==> config.mk <==
export PLATFORM = sky130hd
export DESIGN_NAME = lru_key_value_cache_core
export DESIGN_NICKNAME = d
export VERILOG_FILES = /design/src/design/lkvc_pkg.sv /design/src/design/lru_key_value_cache_core.sv /design/src/design/lkvc_ctrl.sv /design/src/design/lkvc_datapath.sv
export SDC_FILE = /design/constraint.sdc
export NUM_CORES = 2
export LEC_CHECK = 0
export BUFFER_PORTS_ARGS = -buffer_cell sky130_fd_sc_hd__buf_2
export CORE_MARGIN = 2
export CORE_UTILIZATION = 60
export DETAILED_ROUTE_END_ITERATION = 6
export GPL_TIMING_DRIVEN = 0
export HOLD_SLACK_MARGIN = 0.1
export MAX_ROUTING_LAYER = met4
export PLACE_DENSITY = 0.77
export SETUP_SLACK_MARGIN = 0.3
export SYNTH_ARGS = -nofsm -noshare
export SYNTH_HDL_FRONTEND = slang
export SYNTH_HIERARCHICAL = 1
export SYNTH_SLANG_ARGS = --single-unit
==> constraint.sdc <==
create_clock -name clk -period 12.6 [get_ports clk]
set_input_delay 3.15 -clock clk [delete_from_list [all_inputs] [get_ports clk]]
set_output_delay 3.15 -clock clk [all_outputs]
set_load 0.02 [all_outputs]
==> src/design/lkvc_pkg.sv <==
// ============================================================================
// lkvc_pkg
// Shared sizes, request codes and controller/datapath interface types for
// the LRU key-value cache.
// ============================================================================
`default_nettype none

package lkvc_pkg;

  localparam int ENTRIES     = 16;
  localparam int KEY_WIDTH   = 16;
  localparam int VALUE_WIDTH = 32;
  localparam int CAP_WIDTH   = 5;
  localparam int IDX_W       = $clog2(ENTRIES);
  localparam int RANK_W      = IDX_W;
  localparam int CNT_W       = $clog2(ENTRIES + 1);

  localparam logic [CAP_WIDTH-1:0] CAP_RESET = CAP_WIDTH'(16);

  localparam logic REQ_GET = 1'b0;
  localparam logic REQ_PUT = 1'b1;

  typedef struct packed {
    logic load_req;
    logic lookup;
    logic update;
  } cmd_t;

  typedef struct packed {
    logic is_get;
  } stat_t;

endpackage

`default_nettype wire

==> src/design/lru_key_value_cache_core.sv <==
// ============================================================================
// lru_key_value_cache_core
// Fully associative 16-entry key-value cache with least-recently-used
// replacement.
// ============================================================================
// After acceptance each request passes a lookup step, the parallel key
// compare across all entries, then an update step, the recency rank update
// and store write; a new request is taken in the update cycle, so a request
// is accepted while the last one finishes. Only a get returns a word, held in
// an output register, and a get stalls in its update cycle while that
// register is still full. Capacity may only be written while no request is
// in flight; values 0 and above 16 act as 1 and 16.
`default_nettype none

module lru_key_value_cache_core (
  input  wire logic        clk,
  input  wire logic        rst,
  input  wire logic        s_tvalid,
  output logic             s_tready,
  input  wire logic [47:0] s_tdata,   // [15:0] key, [47:16] value
  input  wire logic        s_tuser,   // req_type: 0 get, 1 put
  output logic             m_tvalid,
  input  wire logic        m_tready,
  output logic [31:0]      m_tdata,   // [31:0] read_value
  output logic             m_tuser,   // hit
  input  wire logic        cfg_valid,
  output logic             cfg_ready,
  input  wire logic [4:0]  cfg_data   // capacity
);

  lkvc_pkg::cmd_t  cmd;
  lkvc_pkg::stat_t stat;

  assign cfg_ready = 1'b1;

  lkvc_ctrl u_ctrl (
    .clk      (clk),
    .rst      (rst),
    .s_tvalid (s_tvalid),
    .s_tready (s_tready),
    .m_tvalid (m_tvalid),
    .m_tready (m_tready),
    .cmd      (cmd),
    .stat     (stat)
  );

  lkvc_datapath u_dp (
    .clk         (clk),
    .rst         (rst),
    .cmd         (cmd),
    .stat        (stat),
    .cfg_we      (cfg_valid && cfg_ready),
    .cfg_data    (cfg_data),
    .in_req_type (s_tuser),
    .in_key      (s_tdata[15:0]),
    .in_value    (s_tdata[47:16]),
    .out_hit     (m_tuser),
    .out_value   (m_tdata)
  );

  a_busy_after_accept: assert property (@(posedge clk) disable iff (rst)
    (s_tvalid && s_tready) |=> !s_tready)
    else $error("request accepted during lookup");

  a_miss_all_ones: assert property (@(posedge clk) disable iff (rst)
    (m_tvalid && !m_tuser) |-> (m_tdata == '1))
    else $error("miss word not all ones");

  a_word_from_update: assert property (@(posedge clk) disable iff (rst)
    $rose(m_tvalid) |-> $past(cmd.update && stat.is_get))
    else $error("output word without a get update");

  a_stages_exclusive: assert property (@(posedge clk) disable iff (rst)
    !(cmd.lookup && cmd.update))
    else $error("lookup and update in one cycle");

endmodule

`default_nettype wire

==> src/design/lkvc_ctrl.sv <==
// ============================================================================
// lkvc_ctrl
// Request sequencer: accept, lookup, update; owns the input and output
// handshakes.
// ============================================================================
`default_nettype none

module lkvc_ctrl (
  input  wire logic          clk,
  input  wire logic          rst,
  input  wire logic          s_tvalid,
  output logic               s_tready,
  output logic               m_tvalid,
  input  wire logic          m_tready,
  output lkvc_pkg::cmd_t     cmd,
  input  wire lkvc_pkg::stat_t stat
);

  localparam logic [1:0] ST_IDLE = 2'd0;
  localparam logic [1:0] ST_LOOK = 2'd1;
  localparam logic [1:0] ST_UPD  = 2'd2;

  logic [1:0] state;
  logic [1:0] state_next;
  logic       out_free;
  logic       upd_done;

  assign out_free = !m_tvalid || m_tready;
  assign upd_done = (state == ST_UPD) && (!stat.is_get || out_free);
  assign s_tready = (state == ST_IDLE) || upd_done;

  assign cmd.load_req = s_tvalid && s_tready;
  assign cmd.lookup   = (state == ST_LOOK);
  assign cmd.update   = upd_done;

  always_comb begin
    state_next = state;
    unique case (state)
      ST_IDLE: begin
        if (s_tvalid) state_next = ST_LOOK;
      end
      ST_LOOK: state_next = ST_UPD;
      ST_UPD: begin
        if (upd_done) state_next = s_tvalid ? ST_LOOK : ST_IDLE;
      end
      default: state_next = ST_IDLE;
    endcase
  end

  always_ff @(posedge clk) begin
    if (rst) begin
      state    <= ST_IDLE;
      m_tvalid <= 1'b0;
    end else begin
      state <= state_next;
      if (upd_done && stat.is_get) begin
        m_tvalid <= 1'b1;
      end else if (m_tready) begin
        m_tvalid <= 1'b0;
      end
    end
  end

endmodule

`default_nettype wire

==> src/design/lkvc_datapath.sv <==
// ============================================================================
// lkvc_datapath
// Key/value stores, parallel key match, recency ranks and result register.
// ============================================================================
`default_nettype none

module lkvc_datapath (
  input  wire logic                                  clk,
  input  wire logic                                  rst,
  input  wire lkvc_pkg::cmd_t                        cmd,
  output lkvc_pkg::stat_t                            stat,
  input  wire logic                                  cfg_we,
  input  wire logic [lkvc_pkg::CAP_WIDTH-1:0]        cfg_data,
  input  wire logic                                  in_req_type,
  input  wire logic [lkvc_pkg::KEY_WIDTH-1:0]        in_key,
  input  wire logic [lkvc_pkg::VALUE_WIDTH-1:0]      in_value,
  output logic                                       out_hit,
  output logic [lkvc_pkg::VALUE_WIDTH-1:0]           out_value
);

  logic [lkvc_pkg::KEY_WIDTH-1:0]   key_store   [lkvc_pkg::ENTRIES];
  logic [lkvc_pkg::VALUE_WIDTH-1:0] value_store [lkvc_pkg::ENTRIES];
  logic [lkvc_pkg::RANK_W-1:0]      rank        [lkvc_pkg::ENTRIES];
  logic [lkvc_pkg::ENTRIES-1:0]     valid;
  logic [lkvc_pkg::CNT_W-1:0]       live_count;
  logic [lkvc_pkg::CAP_WIDTH-1:0]   capacity;

  logic                             req_type;
  logic [lkvc_pkg::KEY_WIDTH-1:0]   req_key;
  logic [lkvc_pkg::VALUE_WIDTH-1:0] req_value;

  logic                             hit;
  logic                             fill;
  logic [lkvc_pkg::IDX_W-1:0]       tgt;
  logic [lkvc_pkg::CNT_W-1:0]       thr;

  logic [lkvc_pkg::ENTRIES-1:0]     match;
  logic                             hit_next;
  logic                             fill_next;
  logic [lkvc_pkg::IDX_W-1:0]       hit_idx;
  logic [lkvc_pkg::IDX_W-1:0]       free_idx;
  logic [lkvc_pkg::IDX_W-1:0]       old_idx;
  logic [lkvc_pkg::IDX_W-1:0]       tgt_next;
  logic [lkvc_pkg::CNT_W-1:0]       thr_next;
  logic [lkvc_pkg::CNT_W-1:0]       live_m1;
  logic [lkvc_pkg::CNT_W-1:0]       cap_eff;
  logic                             touch;

  assign stat.is_get = (req_type == lkvc_pkg::REQ_GET);
  assign live_m1     = live_count - lkvc_pkg::CNT_W'(1);
  assign touch       = cmd.update && ((req_type == lkvc_pkg::REQ_PUT) || hit);

  always_comb begin
    if (capacity == '0) begin
      cap_eff = lkvc_pkg::CNT_W'(1);
    end else if (int'(capacity) > lkvc_pkg::ENTRIES) begin
      cap_eff = lkvc_pkg::CNT_W'(lkvc_pkg::ENTRIES);
    end else begin
      cap_eff = lkvc_pkg::CNT_W'(capacity);
    end
  end

  // lowest-numbered entry wins in each search
  always_comb begin
    hit_idx  = '0;
    free_idx = '0;
    old_idx  = '0;
    for (int i = lkvc_pkg::ENTRIES - 1; i >= 0; i--) begin
      match[i] = valid[i] && (key_store[i] == req_key);
      if (match[i]) hit_idx = lkvc_pkg::IDX_W'(i);
      if (!valid[i]) free_idx = lkvc_pkg::IDX_W'(i);
      if (valid[i] && (lkvc_pkg::CNT_W'(rank[i]) == live_m1)) old_idx = lkvc_pkg::IDX_W'(i);
    end
    hit_next  = |match;
    fill_next = 1'b0;
    if (hit_next) begin
      tgt_next = hit_idx;
      thr_next = lkvc_pkg::CNT_W'(rank[hit_idx]);
    end else if (live_count < cap_eff) begin
      tgt_next  = free_idx;
      thr_next  = live_count;
      fill_next = 1'b1;
    end else begin
      tgt_next = old_idx;
      thr_next = live_m1;
    end
  end

  always_ff @(posedge clk) begin
    if (cmd.load_req) begin
      req_type  <= in_req_type;
      req_key   <= in_key;
      req_value <= in_value;
    end
    if (cmd.lookup) begin
      hit  <= hit_next;
      fill <= fill_next;
      tgt  <= tgt_next;
      thr  <= thr_next;
    end
    if (cmd.update && (req_type == lkvc_pkg::REQ_PUT)) begin
      value_store[tgt] <= req_value;
      if (!hit) key_store[tgt] <= req_key;
    end
    if (cmd.update && (req_type == lkvc_pkg::REQ_GET)) begin
      out_hit   <= hit;
      out_value <= hit ? value_store[tgt] : '1;
    end
  end

  always_ff @(posedge clk) begin
    if (rst) begin
      capacity   <= lkvc_pkg::CAP_RESET;
      valid      <= '0;
      live_count <= '0;
      for (int i = 0; i < lkvc_pkg::ENTRIES; i++) rank[i] <= '0;
    end else begin
      if (cfg_we) capacity <= cfg_data;
      if (touch) begin
        for (int i = 0; i < lkvc_pkg::ENTRIES; i++) begin
          if (lkvc_pkg::IDX_W'(i) == tgt) begin
            rank[i] <= '0;
          end else if (valid[i] && (lkvc_pkg::CNT_W'(rank[i]) < thr)) begin
            rank[i] <= rank[i] + lkvc_pkg::RANK_W'(1);
          end
        end
        valid[tgt] <= 1'b1;
        if (fill) live_count <= live_count + lkvc_pkg::CNT_W'(1);
      end
    end
  end

endmodule

`default_nettype wire
==> reports/results.ini <==
[route]
first_pass_iters=5
drtIter0Drc=3314
routed_wirelength_um=116000
remaining_drc_errors=0
via_per_inst=6.61
via_count=25100
drt.antenna.violating_nets=0
avgRoutedWirePerCell_um=30.6

[placement]
portBuffers=92
dp_hpwl_um=71300
dpl_worst_slack_ps=5510
globalplace.congestion=0.983

[layout]
fin_nets=2924
insertedDiodeCount=0
nFillCells=4403
area_growth_pct=12.7
layout-drive-gt1-share=0.180
fin_util=0.684

[floorplanning]
initial_utilization=0.607
die_area_mm2=0.0718
die_h_um=268
core_mm2=0.0688
fp-row-count=96
io_pins=95
die_w_um=268

[cts]
cts_tree=yes
cts.reportedPaths.clkPinSlew_ps=50
htreeDepth=3
cts_buffer_depth=3
cts_resized=0
clk_latency_ps=690
cts-buffers-inserted=94
root_buffer=clkbuf_16
clock_sinks=954
cts_hold_buf=0
postCtsSetupBuffers=0

[synthesis]
yosysSeqAreaShare=0.679
synthTopCellsByArea=edfxtp_1 (66%), mux4_2 (8.6%), xor2_1 (4.2%)
synthesis.nets=2689
synthArstFlopShare=0
synth_top_area_share=0.665
synth_top_area_cell=edfxtp_1
synth-seq-cells=954
synth_edf_count=925
syn-mean-instance-area_um2=16.3
syn_area_mm2=0.0418
ys_types=84
synthFlopType=edfxtp_1
ys_warn_count=6
syn_inst=2560

[sta]
min_period_ps=6960
finalHoldViolCount=0
rsz0062_at_grt=false
setup_slack_ps=5640
fin_crit_sh=0.553
finalSetupViolCount=0
finalClockSkew_ps=48.1
max_freq_mhz=144
worstMarginPinSlew_ps=1360
drv_slew=0
fin_tns_setup_ps=0
maxSlewHeadroom=0.0872

[min_path]
holdPathEnd=u_ctrl/m_tvalid
min_path_type=reg2reg
min_path_cells=2
min_from=u_ctrl/m_tvalid

[worst_setup_path]
arrival_ps=3810
crit_path_end_kind=primary output
worst-path-max-fanout=3
rrSetupSlack_ps=6660
reg2reg_depth=14
timing.rr.end=u_dp/thr[3]
start_kind=primary input
path_class=in2out
rr_startpoint=u_dp/req_key[2]
worstPathRequired_ps=9450

[pwr]
power_frac_seq=0.545
internal_power_mw=5.11
power.leakage_nw=15.6
clkPwrFrac=0.409
combPwrFrac=0.046
finalPower_mw=6.56
p_switching_mw=1.45
ir_worst_vdd_uv=134
p_per_area_mw_per_mm2=139
swShare=0.221

[global_routing]
grt_max_degree=22
antenna_found_initial=0
grt_first_pass_wirelength_um=167000
grt_pass1_vias=25000
met1_usage=0.432
met3_usage=0.0536
grt_util_met2=0.546
grtUsageTotal=0.337
globalRouteOverflowTotal=0
grt.busiest_layer=met2

[job]
cap_violations=0

[run_status]
status=complete, no violations

## layout by cell type, fill, tap and decap left out, types with 70 or more instances in the layout
cell type and instances:
edfxtp_1 925, xor2_1 198, xnor2_1 164, mux4_2 160, nor2_1 156, nand2_1 117, buf_2 107, clkbuf_16 95
clkbuf_1 87, ha_1 70
## power groups by stage
stage	clock, mW	combinational [mW]	sequential (mW)
after detailed placement	0	0.292	3.64
after floorplan	0	0.197	3.61
after global routing	2.82	0.319	3.58
after CTS	2.71	0.297	3.57
after global placement	0	0.278	3.64
final	2.68	0.301	3.58
## how the worst max path moves through the flow
stage	start	to	depth (start not counted)
after CTS	m_tready	s_tready	4
after detailed placement	m_tready	u_dp/key_store[12][10]	9
after floorplan	m_tready	u_dp/req_key[0]	2
after global routing	m_tready	s_tready	4
after global placement	m_tready	u_dp/value_store[4][17]	6
final	m_tready	s_tready	4
## cells in the mapped netlist, types with 4 or more instances
cell type	n
nor3_1	25
nor4_1	48
a21oi_1	35
nand3_1	61
o21ai_0	17
o2111ai_1	19
nand3b_1	5
mux2i_1	7
a31oi_1	12
nand4_1	47
and3_1	15
o21ai_1	6
edfxtp_1	925
nor2b_1	7
buf_6	10
ha_1	70
o211ai_1	12
xnor2_1	164
nand2b_1	59
or2_2	4
xor2_1	198
buf_4	15
nor3b_1	5
or4b_1	7
nand2_1	117
and4b_1	7
inv_1	39
and2_1	6
clkbuf_1	65
nor2_1	177
mux4_2	160
buf_2	15
a21o_1	32
nor4b_1	18
a21boi_0	6
dfxtp_1	29
o21a_1	8
or4_1	15
nand4b_1	10
buf_1	15
or3_1	6
## routing by layer
| layer | up-vias | part of all wire |
|---|---|---|
| li1 | 10400 | - |
| met1 | 12700 | 0.37 |
| met2 | 1618 | 0.50 |
| met3 | 345 | 0.092 |
| met4 | 0 | 0.044 |
| met5 | - | 0 |
## final cells by class
class	count	area, um^2	share of cell area
Sequential cell	954	28400	0.602
Multi-Input combinational cell	1447	12800	0.273
Clock buffer	119	2490	0.0528
Tap cell	931	1160	0.0247
Timing Repair Buffer	139	1060	0.0226
Buffer	120	601	0.0128
Clock inverter	45	432	0.00917
Inverter	39	146	0.00311
## kinds of logic after synthesis
logic type,synth area share
DFF,0.679
and+or+nand+nor,0.0850
xor gates and xnor gates,0.0775
AOI/OAI and AO/OA,0.0316
muxes,0.0882
buffers and inverters,0.0179
adders and majority gates,0.0210
other,0.0000898
## worst max-delay path: stages
cell	delay [ps]
buf_2	110
and4b_4	350
nor2_1	50
buf_2	160
## sequential cells by signal, summed over array words and instances, names as in the netlist
| name | count |
|---|---|
| u_dp/req_key | 16 |
| u_ctrl/state | 2 |
| u_dp/req_value | 32 |
| u_dp/out_value | 32 |
| u_dp/tgt | 4 |
| u_dp/fill | 1 |
| u_dp/capacity | 5 |
| u_ctrl/m_tvalid | 1 |
| u_dp/thr | 5 |
| u_dp/valid | 16 |
| u_dp/hit | 1 |
| u_dp/value_store | 512 |
| u_dp/key_store | 256 |
| u_dp/out_hit | 1 |
| u_dp/req_type | 1 |
| u_dp/rank | 64 |
| u_dp/live_count | 5 |
## through the flow
stage          std cells  hold WS, ps  cell area, um^2
2_1_floorplan       2560          461            41800
3_3_place_gp        3583          476            43400
3_5_place_dp        3630          492            44100
4_1_cts             3794          500            47100
5_1_grt             3794          542            47100
6_report            3794          508            47100
Power figures use the tool's default switching activity.
